$ cat src/hw/rtl/wre_pkg.sv
// Shared types and constants for the watchpoint range encoder.
// Used by the controller, the datapath and the top level; depends on nothing.
package wre_pkg;

    localparam int ADDR_W          = 64;
    localparam int SIZE_LOG2_W     = 5;
    localparam int CTRL_W          = 32;
    localparam int BSEL_W          = 8;
    localparam int SEL_W           = 2;
    localparam int MAX_MASK_BITS_DEF = 31;

    // Sizes up to eight bytes use byte select; larger ones use the mask field.
    localparam logic [SIZE_LOG2_W-1:0] SMALL_LOG2_MAX = 5'd3;
    localparam logic [BSEL_W-1:0]      BSEL_FULL      = 8'hff;
    localparam int                     VALREG_ALIGN   = 3;

    // APB register map.
    localparam int  PADDR_W      = 3;
    localparam int  PDATA_W      = 32;
    localparam logic REG_PRIVILEGE = 1'b0;
    localparam logic REG_ACCESS    = 1'b1;
    localparam logic [SEL_W-1:0] PRIVILEGE_RESET = 2'd2;
    localparam logic [SEL_W-1:0] ACCESS_RESET    = 2'd3;

    // Commands from the controller to the datapath.
    typedef struct packed {
        logic load;
        logic scan_step;
        logic grow_step;
        logic load_out;
        logic out_err;
    } cmd_t;

    // Status from the datapath to the controller.
    typedef struct packed {
        logic inverted;
        logic scan_more;
        logic grow_more;
        logic k_at_max;
    } status_t;

endpackage

$ cat src/hw/rtl/watchpoint_range_encoder.sv
// Top level of the watchpoint range encoder: APB register file, sequencer and
// datapath. Depends on wre_pkg, wre_ctrl and wre_dp.
//
// The block takes a request holding an inclusive byte range [range_low,
// range_high] and returns one result: the watch address, the value register
// address, log2 of a covering power-of-two size, a watchpoint control word and
// an error flag. The exponent starts at the bit length of (high - low), found by
// shifting the span right one bit per cycle, and then grows one step per cycle
// while the aligned base plus the size stays below range_high; each grow step
// costs one 64-bit subtract and compare. Both phases advance the same exponent
// counter. One request is in flight at a time; a finished result sits in an
// output register, so a new request is accepted while the previous result
// still waits for m_ready. An inverted range, or one needing an exponent above
// MAX_MASK_BITS, returns range_error with all other fields zero.
// The privilege and access selects are written through the APB port at byte
// addresses 0 and 4, reset to 2 and 3, and should only be changed while idle.
module watchpoint_range_encoder #(
    parameter int MAX_MASK_BITS = wre_pkg::MAX_MASK_BITS_DEF
) (
    input  logic                                aclk,
    input  logic                                aresetn,
    // Request channel.
    input  logic                                s_valid,
    output logic                                s_ready,
    input  logic [wre_pkg::ADDR_W-1:0]          s_range_low,
    input  logic [wre_pkg::ADDR_W-1:0]          s_range_high,
    // Result channel.
    output logic                                m_valid,
    input  logic                                m_ready,
    output logic [wre_pkg::ADDR_W-1:0]          m_watch_address,
    output logic [wre_pkg::ADDR_W-1:0]          m_aligned_address,
    output logic [wre_pkg::SIZE_LOG2_W-1:0]     m_size_log2,
    output logic [wre_pkg::CTRL_W-1:0]          m_control_word,
    output logic                                m_range_error,
    // Configuration port.
    input  logic                                psel,
    input  logic                                penable,
    input  logic                                pwrite,
    input  logic [wre_pkg::PADDR_W-1:0]         paddr,
    input  logic [wre_pkg::PDATA_W-1:0]         pwdata,
    output logic [wre_pkg::PDATA_W-1:0]         prdata,
    output logic                                pready
);

    logic [wre_pkg::SEL_W-1:0] privilege_reg, access_reg;
    logic                      cfg_write;
    logic                      reg_index;
    wre_pkg::cmd_t             cmd;
    wre_pkg::status_t          status;

    // Registers sit at byte addresses 0 and 4; address bit 2 picks one.
    assign pready    = 1'b1;
    assign reg_index = paddr[2];
    assign cfg_write = psel && penable && pwrite;

    always_ff @(posedge aclk) begin
        if (!aresetn) begin
            privilege_reg <= wre_pkg::PRIVILEGE_RESET;
            access_reg    <= wre_pkg::ACCESS_RESET;
        end else if (cfg_write) begin
            if (reg_index == wre_pkg::REG_PRIVILEGE) begin
                privilege_reg <= pwdata[wre_pkg::SEL_W-1:0];
            end else begin
                access_reg <= pwdata[wre_pkg::SEL_W-1:0];
            end
        end
    end

    // Read data: the selected register, zero extended.
    always_comb begin
        if (reg_index == wre_pkg::REG_ACCESS) begin
            prdata = wre_pkg::PDATA_W'(access_reg);
        end else begin
            prdata = wre_pkg::PDATA_W'(privilege_reg);
        end
    end

    wre_ctrl u_ctrl (
        .aclk    (aclk),
        .aresetn (aresetn),
        .s_valid (s_valid),
        .s_ready (s_ready),
        .m_valid (m_valid),
        .m_ready (m_ready),
        .status  (status),
        .cmd     (cmd)
    );

    wre_dp #(
        .MAX_MASK_BITS (MAX_MASK_BITS)
    ) u_dp (
        .aclk              (aclk),
        .cmd               (cmd),
        .status            (status),
        .s_range_low       (s_range_low),
        .s_range_high      (s_range_high),
        .privilege_select  (privilege_reg),
        .access_select     (access_reg),
        .m_watch_address   (m_watch_address),
        .m_aligned_address (m_aligned_address),
        .m_size_log2       (m_size_log2),
        .m_control_word    (m_control_word),
        .m_range_error     (m_range_error)
    );

endmodule

$ cat src/hw/rtl/wre_ctrl.sv
// Sequencer for the watchpoint range encoder.
// Depends on wre_pkg; drives the datapath through wre_pkg::cmd_t.
module wre_ctrl (
    input  logic             aclk,
    input  logic             aresetn,
    input  logic             s_valid,
    output logic             s_ready,
    output logic             m_valid,
    input  logic             m_ready,
    input  wre_pkg::status_t status,
    output wre_pkg::cmd_t    cmd
);

    typedef enum logic [3:0] {
        ST_IDLE   = 4'b0001,
        ST_SCAN   = 4'b0010,
        ST_GROW   = 4'b0100,
        ST_FINISH = 4'b1000
    } state_t;

    state_t state_reg, state_next;
    logic   err_reg, err_next;
    logic   m_valid_reg, m_valid_next;
    logic   out_free;

    assign s_ready  = (state_reg == ST_IDLE);
    assign m_valid  = m_valid_reg;
    assign out_free = !m_valid_reg || m_ready;

    always_comb begin
        state_next   = state_reg;
        err_next     = err_reg;
        m_valid_next = m_valid_reg;
        cmd          = '0;
        if (m_valid_reg && m_ready) begin
            m_valid_next = 1'b0;
        end
        unique case (state_reg)
            ST_IDLE: begin
                if (s_valid) begin
                    cmd.load   = 1'b1;
                    err_next   = 1'b0;
                    state_next = ST_SCAN;
                end
            end
            ST_SCAN: begin
                // Bit length of the span gives the starting exponent.
                if (status.inverted) begin
                    err_next   = 1'b1;
                    state_next = ST_FINISH;
                end else if (status.scan_more) begin
                    if (status.k_at_max) begin
                        err_next   = 1'b1;
                        state_next = ST_FINISH;
                    end else begin
                        cmd.scan_step = 1'b1;
                    end
                end else begin
                    state_next = ST_GROW;
                end
            end
            ST_GROW: begin
                if (status.grow_more) begin
                    if (status.k_at_max) begin
                        err_next   = 1'b1;
                        state_next = ST_FINISH;
                    end else begin
                        cmd.grow_step = 1'b1;
                    end
                end else begin
                    state_next = ST_FINISH;
                end
            end
            ST_FINISH: begin
                if (out_free) begin
                    cmd.load_out = 1'b1;
                    cmd.out_err  = err_reg;
                    m_valid_next = 1'b1;
                    state_next   = ST_IDLE;
                end
            end
            default: begin
                state_next = ST_IDLE;
            end
        endcase
    end

    always_ff @(posedge aclk) begin
        if (!aresetn) begin
            state_reg   <= ST_IDLE;
            err_reg     <= 1'b0;
            m_valid_reg <= 1'b0;
        end else begin
            state_reg   <= state_next;
            err_reg     <= err_next;
            m_valid_reg <= m_valid_next;
        end
    end

endmodule

$ cat src/hw/rtl/wre_dp.sv
// Datapath for the watchpoint range encoder: span shifter, size and mask
// registers, grow compare and result registers. Depends on wre_pkg.
module wre_dp #(
    parameter int MAX_MASK_BITS = wre_pkg::MAX_MASK_BITS_DEF
) (
    input  logic                                aclk,
    input  wre_pkg::cmd_t                       cmd,
    output wre_pkg::status_t                    status,
    input  logic [wre_pkg::ADDR_W-1:0]          s_range_low,
    input  logic [wre_pkg::ADDR_W-1:0]          s_range_high,
    input  logic [wre_pkg::SEL_W-1:0]           privilege_select,
    input  logic [wre_pkg::SEL_W-1:0]           access_select,
    output logic [wre_pkg::ADDR_W-1:0]          m_watch_address,
    output logic [wre_pkg::ADDR_W-1:0]          m_aligned_address,
    output logic [wre_pkg::SIZE_LOG2_W-1:0]     m_size_log2,
    output logic [wre_pkg::CTRL_W-1:0]          m_control_word,
    output logic                                m_range_error
);

    localparam int AW = wre_pkg::ADDR_W;
    localparam int KW = wre_pkg::SIZE_LOG2_W;
    localparam int BW = wre_pkg::BSEL_W;

    logic [AW-1:0] lo_reg, hi_reg, span_reg, size_reg, mask_reg;
    logic [KW-1:0] k_reg;
    logic          inv_reg;

    logic [AW-1:0] aligned, diff;
    logic [BW-1:0] ones, bsel;
    logic [2*BW-1:0] bsel_wide;
    logic          sub_dword;

    logic [AW-1:0] watch_reg, valreg_reg;
    logic [KW-1:0] size_log2_reg;
    logic [wre_pkg::CTRL_W-1:0] ctrl_reg;
    logic          err_out_reg;

    assign aligned = lo_reg & ~mask_reg;
    assign diff    = hi_reg - aligned;

    assign status.inverted  = inv_reg;
    assign status.scan_more = (span_reg != '0);
    assign status.grow_more = (size_reg < diff);
    assign status.k_at_max  = (k_reg == KW'(MAX_MASK_BITS));

    // Byte-select pattern for sizes of one to eight bytes.
    always_comb begin
        case (k_reg)
            5'd0:    ones = 8'h01;
            5'd1:    ones = 8'h03;
            5'd2:    ones = 8'h0f;
            default: ones = wre_pkg::BSEL_FULL;
        endcase
    end

    assign sub_dword = (k_reg <= wre_pkg::SMALL_LOG2_MAX);
    assign bsel_wide = {{BW{1'b0}}, ones} << aligned[2:0];
    assign bsel      = sub_dword ? bsel_wide[BW-1:0] : wre_pkg::BSEL_FULL;

    always_ff @(posedge aclk) begin
        if (cmd.load) begin
            lo_reg   <= s_range_low;
            hi_reg   <= s_range_high;
            span_reg <= s_range_high - s_range_low;
            inv_reg  <= (s_range_high < s_range_low);
            size_reg <= AW'(1);
            mask_reg <= '0;
            k_reg    <= '0;
        end else if (cmd.scan_step || cmd.grow_step) begin
            span_reg <= span_reg >> 1;
            size_reg <= size_reg << 1;
            mask_reg <= {mask_reg[AW-2:0], 1'b1};
            k_reg    <= k_reg + KW'(1);
        end
    end

    always_ff @(posedge aclk) begin
        if (cmd.load_out) begin
            err_out_reg <= cmd.out_err;
            if (cmd.out_err) begin
                watch_reg     <= '0;
                valreg_reg    <= '0;
                size_log2_reg <= '0;
                ctrl_reg      <= '0;
            end else begin
                size_log2_reg <= k_reg;
                if (sub_dword) begin
                    watch_reg  <= lo_reg;
                    valreg_reg <= {lo_reg[AW-1:wre_pkg::VALREG_ALIGN],
                                   {wre_pkg::VALREG_ALIGN{1'b0}}};
                end else begin
                    watch_reg  <= aligned;
                    valreg_reg <= aligned;
                end
                ctrl_reg <= {3'b000, (sub_dword ? {KW{1'b0}} : k_reg), 11'b0, bsel,
                             access_select, privilege_select, 1'b1};
            end
        end
    end

    assign m_watch_address   = watch_reg;
    assign m_aligned_address = valreg_reg;
    assign m_size_log2       = size_log2_reg;
    assign m_control_word    = ctrl_reg;
    assign m_range_error     = err_out_reg;

endmodule

$ cat config.mk
export PLATFORM = sky130hd
export DESIGN_NAME = watchpoint_range_encoder
export DESIGN_NICKNAME = d
export VERILOG_FILES = /design/src/hw/rtl/wre_pkg.sv /design/src/hw/rtl/watchpoint_range_encoder.sv /design/src/hw/rtl/wre_ctrl.sv /design/src/hw/rtl/wre_dp.sv
export SDC_FILE = /design/constraint.sdc
export NUM_CORES = 1
export LEC_CHECK = 0
export BUFFER_PORTS_ARGS = -buffer_cell sky130_fd_sc_hd__buf_2
export CORE_MARGIN = 1
export CORE_UTILIZATION = 60
export DETAILED_ROUTE_END_ITERATION = 12
export PLACE_DENSITY = 0.94
export SYNTH_ARGS = -nofsm -noshare
export SYNTH_HDL_FRONTEND = slang
export SYNTH_SLANG_ARGS = --single-unit
export TNS_END_PERCENT = 30
$ cat constraint.sdc
create_clock -name aclk -period 12.1 [get_ports aclk]
set_clock_uncertainty 0.2 [all_clocks]
set_input_delay 0.605 -clock aclk [delete_from_list [all_inputs] [get_ports aclk]]
set_output_delay 0.605 -clock aclk [all_outputs]
set_load 0.01 [all_outputs]
==> out/qor.yml <==
status: "completed"
cp-end-kind: "register"
power_density_mw_per_mm2: 139
layout-drive-gt1-share_pct: 13.7
rrSetupSlack_ns: 2.96
rr_worst_depth: 27
wirelength_um: 68200
gp_congestion: 1.01
yosysTopAreaCell: "edfxtp_1"
rows: 75
total_power_mw: 3.96
crit_end: "u_dp.span_reg[63]"
ys.flop_type: "edfxtp_1"
rsz0062_at_grt: "no"
worst_pin_slew_ns: 1.43
track_usage_pct: 30.8
power.switching_mw: 1.18
clockBufferDepth: 3
synthTopCellsByArea: "edfxtp_1 (33%), dfxtp_1 (11%), ha_1 (9.5%)"
critPathArrivalTime_ns: 9.14
start_util_pct: 61.1
min_period_over_period_pct: 75.5
critPathLaunchType: "register"
dpl.hpwl_um: 49100
synth.distinct_cells: 87
synth_top_area_share_pct: 33.1
worstReg2RegStart: "u_dp.mask_reg[0]"
netlist_top_cells_count: "nand2_1 (496), edfxtp_1 (284), o21ai_0 (216)"
viasPerCell: 6.04
synthArstFlopShare_pct: 0
cap_violations: 0
synth_seq_area_share_pct: 44.3
p_leak_nw: 12.1
internal_power_mw: 2.78
power_frac_clock_pct: 35.2
maxSlewViolCount: 0
syn_inst: 2767
syn-cell-area_mm2: 0.0257
clk_pin_slew_worst_paths_ns: 0.06
p_sw_share_pct: 29.7
grt_pass1_wl_um: 108000
fin_nets: 3328
tns_ns: 0
cts-root-buf: "clkbuf_16"
firstDrtPassIters: 6
cts_tree: "done"
clock_sinks: 427
cts_made_buffers: 45
wl_per_cell_um: 19.3
synth_edf_count: 284
avgSynthCellArea_um2: 9.30
insertion_delay_ns: 0.60
power_frac_comb_pct: 22.0
cts_setup_buffers: 0
die_h_um: 209
max_freq_ghz: 0.109
critPathRequiredTime_ns: 12.10
drt_iter0_markers: 2025
vdd_drop_max_mv: 0.114
yosysMostFrequentCell: "nand2_1"
io_buffers: 293
p_seq_share_pct: 42.8
htreeDepth: 2
timing.rr.end: "u_dp.span_reg[63]"
ant_nets: 0
finalHoldViolations: 0
startpoint: "u_dp.mask_reg[0]"
area_delta_synth_final_pct: 11.1
core_mm2: 0.0421
io_pins: 371
ys.warnings.count: 0
vias: 21400
dieArea_mm2: 0.0437
worst-path-max-fanout: 101
grt.overflow.total: 0
grt_start_max_net_pins: 104
grt_antenna_before_repair: 1
grt_pass1_vias: 20500
fin_crit_ns: 9.14
die_width_um: 209
setup_viol: 0
drcViolationCount: 0
hp-class: "in -> reg"
path_class: "reg -> reg"
relSlewSlack_pct: 4.98
ys_ff_latch: 427
[worst max-delay path: stages, from the launching register on]
cell      delay (ns)
dfxtp_1         0.33
nand2b_1        0.25
inv_1           0.16
ha_1            0.18
inv_1           0.06
fa_1            0.45
a21o_1          0.18
a21oi_1         0.30
o21ai_0         0.23
a21oi_2         0.49
o21ai_0         0.27
a41oi_1         0.53
o32a_1          0.26
o21ai_0         0.18
a21boi_0        0.30
xor2_1          0.11
ha_1            0.21
a21o_1          0.17
a21oi_1         0.16
o21ai_1         0.08
a221o_1         0.35
a221o_1         0.32
a221oi_1        0.27
o21a_1          0.30
a21o_4          0.53
buf_4           0.79
nand2b_2        0.25
buf_4           0.70
[how the worst min path moves through the flow]
stage	end	slack, ns	from	depth (start not counted)
3_3_place_gp	u_dp.size_reg[63]	0.25	u_dp.size_reg[63]	2
2_1_floorplan	u_ctrl.err_reg	0.24	u_ctrl.err_reg	2
6_report	u_dp.hi_reg[47]	0.02	s_range_high[47]	1
3_5_place_dp	u_dp.size_reg[58]	0.26	u_dp.size_reg[57]	2
5_1_grt	u_dp.hi_reg[0]	0.01	s_range_high[0]	1
4_1_cts	u_dp.lo_reg[58]	0.0004	s_range_low[58]	1
[cells in the final DEF, fill, tap and decap left out, types with 85 or more instances in the layout]
master    count
nand2_1     494
buf_2       293
edfxtp_1    284
o21ai_0     216
ha_1        195
a21oi_1     155
dfxtp_1     143
inv_1       110
a21o_1       92
nor2_1       85
[kinds of logic after synthesis]
| kind of cell | after synthesis | share of synthesized area [%] |
|---|---|---|
| flops | 427 | 44.3 |
| simple gates | 980 | 18.0 |
| mux | 11 | 0.442 |
| fa+ha+maj | 197 | 9.64 |
| other cells | 2 | 0.0292 |
| buf+inv | 344 | 6.94 |
| compound gates | 691 | 16.8 |
| xor+xnor | 115 | 3.91 |
[cell type report]
class | instances | area [um2]
clock inverters | 26 | 272
multi-input cells | 2039 | 12800
fillers | 3123 | 13500
well taps | 539 | 674
repair buffers | 336 | 1870
flip-flops and latches | 427 | 11400
clock buffers | 56 | 1190
inverters | 112 | 425
diodes | 1 | 2.50
[power by group through the flow]
stage | Combinational [mW] | Sequential (mW) | Clock (mW)
CTS | 0.853 | 1.69 | 1.40
detailed placement | 0.834 | 1.72 | 0
global placement | 0.806 | 1.72 | 0
finish | 0.871 | 1.70 | 1.40
floorplan | 0.627 | 1.72 | 0
global route | 0.957 | 1.70 | 1.46
[timing repair]
action / CTS / global route
hold buffers: 33 / 0
gates resized for setup: 0 / 0
endpoints found under the hold margin: 33 / 0
[layer usage]
| layer | share of wire [%] | track usage (%) | up-vias |
|---|---|---|---|
| li1 | - | - | 10100 |
| met1 | 42 | 40.5 | 10100 |
| met2 | 48 | 51.7 | 991 |
| met3 | 7.2 | 4.21 | 157 |
| met4 | 3.1 | 11.7 | 0 |
| met5 | 0 | 0 | - |
[per-stage QoR]
| stage | hold WS (ns) | util [%] | instances | area, um2 | setup slack, ns |
|---|---|---|---|---|---|
| CTS | 0.000354 | 67.8 | 3535 | 28600 | 3.17 |
| global placement | 0.252 | 63.6 | 3420 | 26800 | 3.47 |
| detailed placement | 0.261 | 63.6 | 3420 | 26800 | 3.22 |
| global route | 0.0116 | 67.8 | 3536 | 28600 | 2.57 |
| finish | 0.0185 | 67.8 | 3536 | 28600 | 2.96 |
| floorplan | 0.237 | - | 2810 | 25900 | 4.65 |
Power figures use the tool's default switching activity.
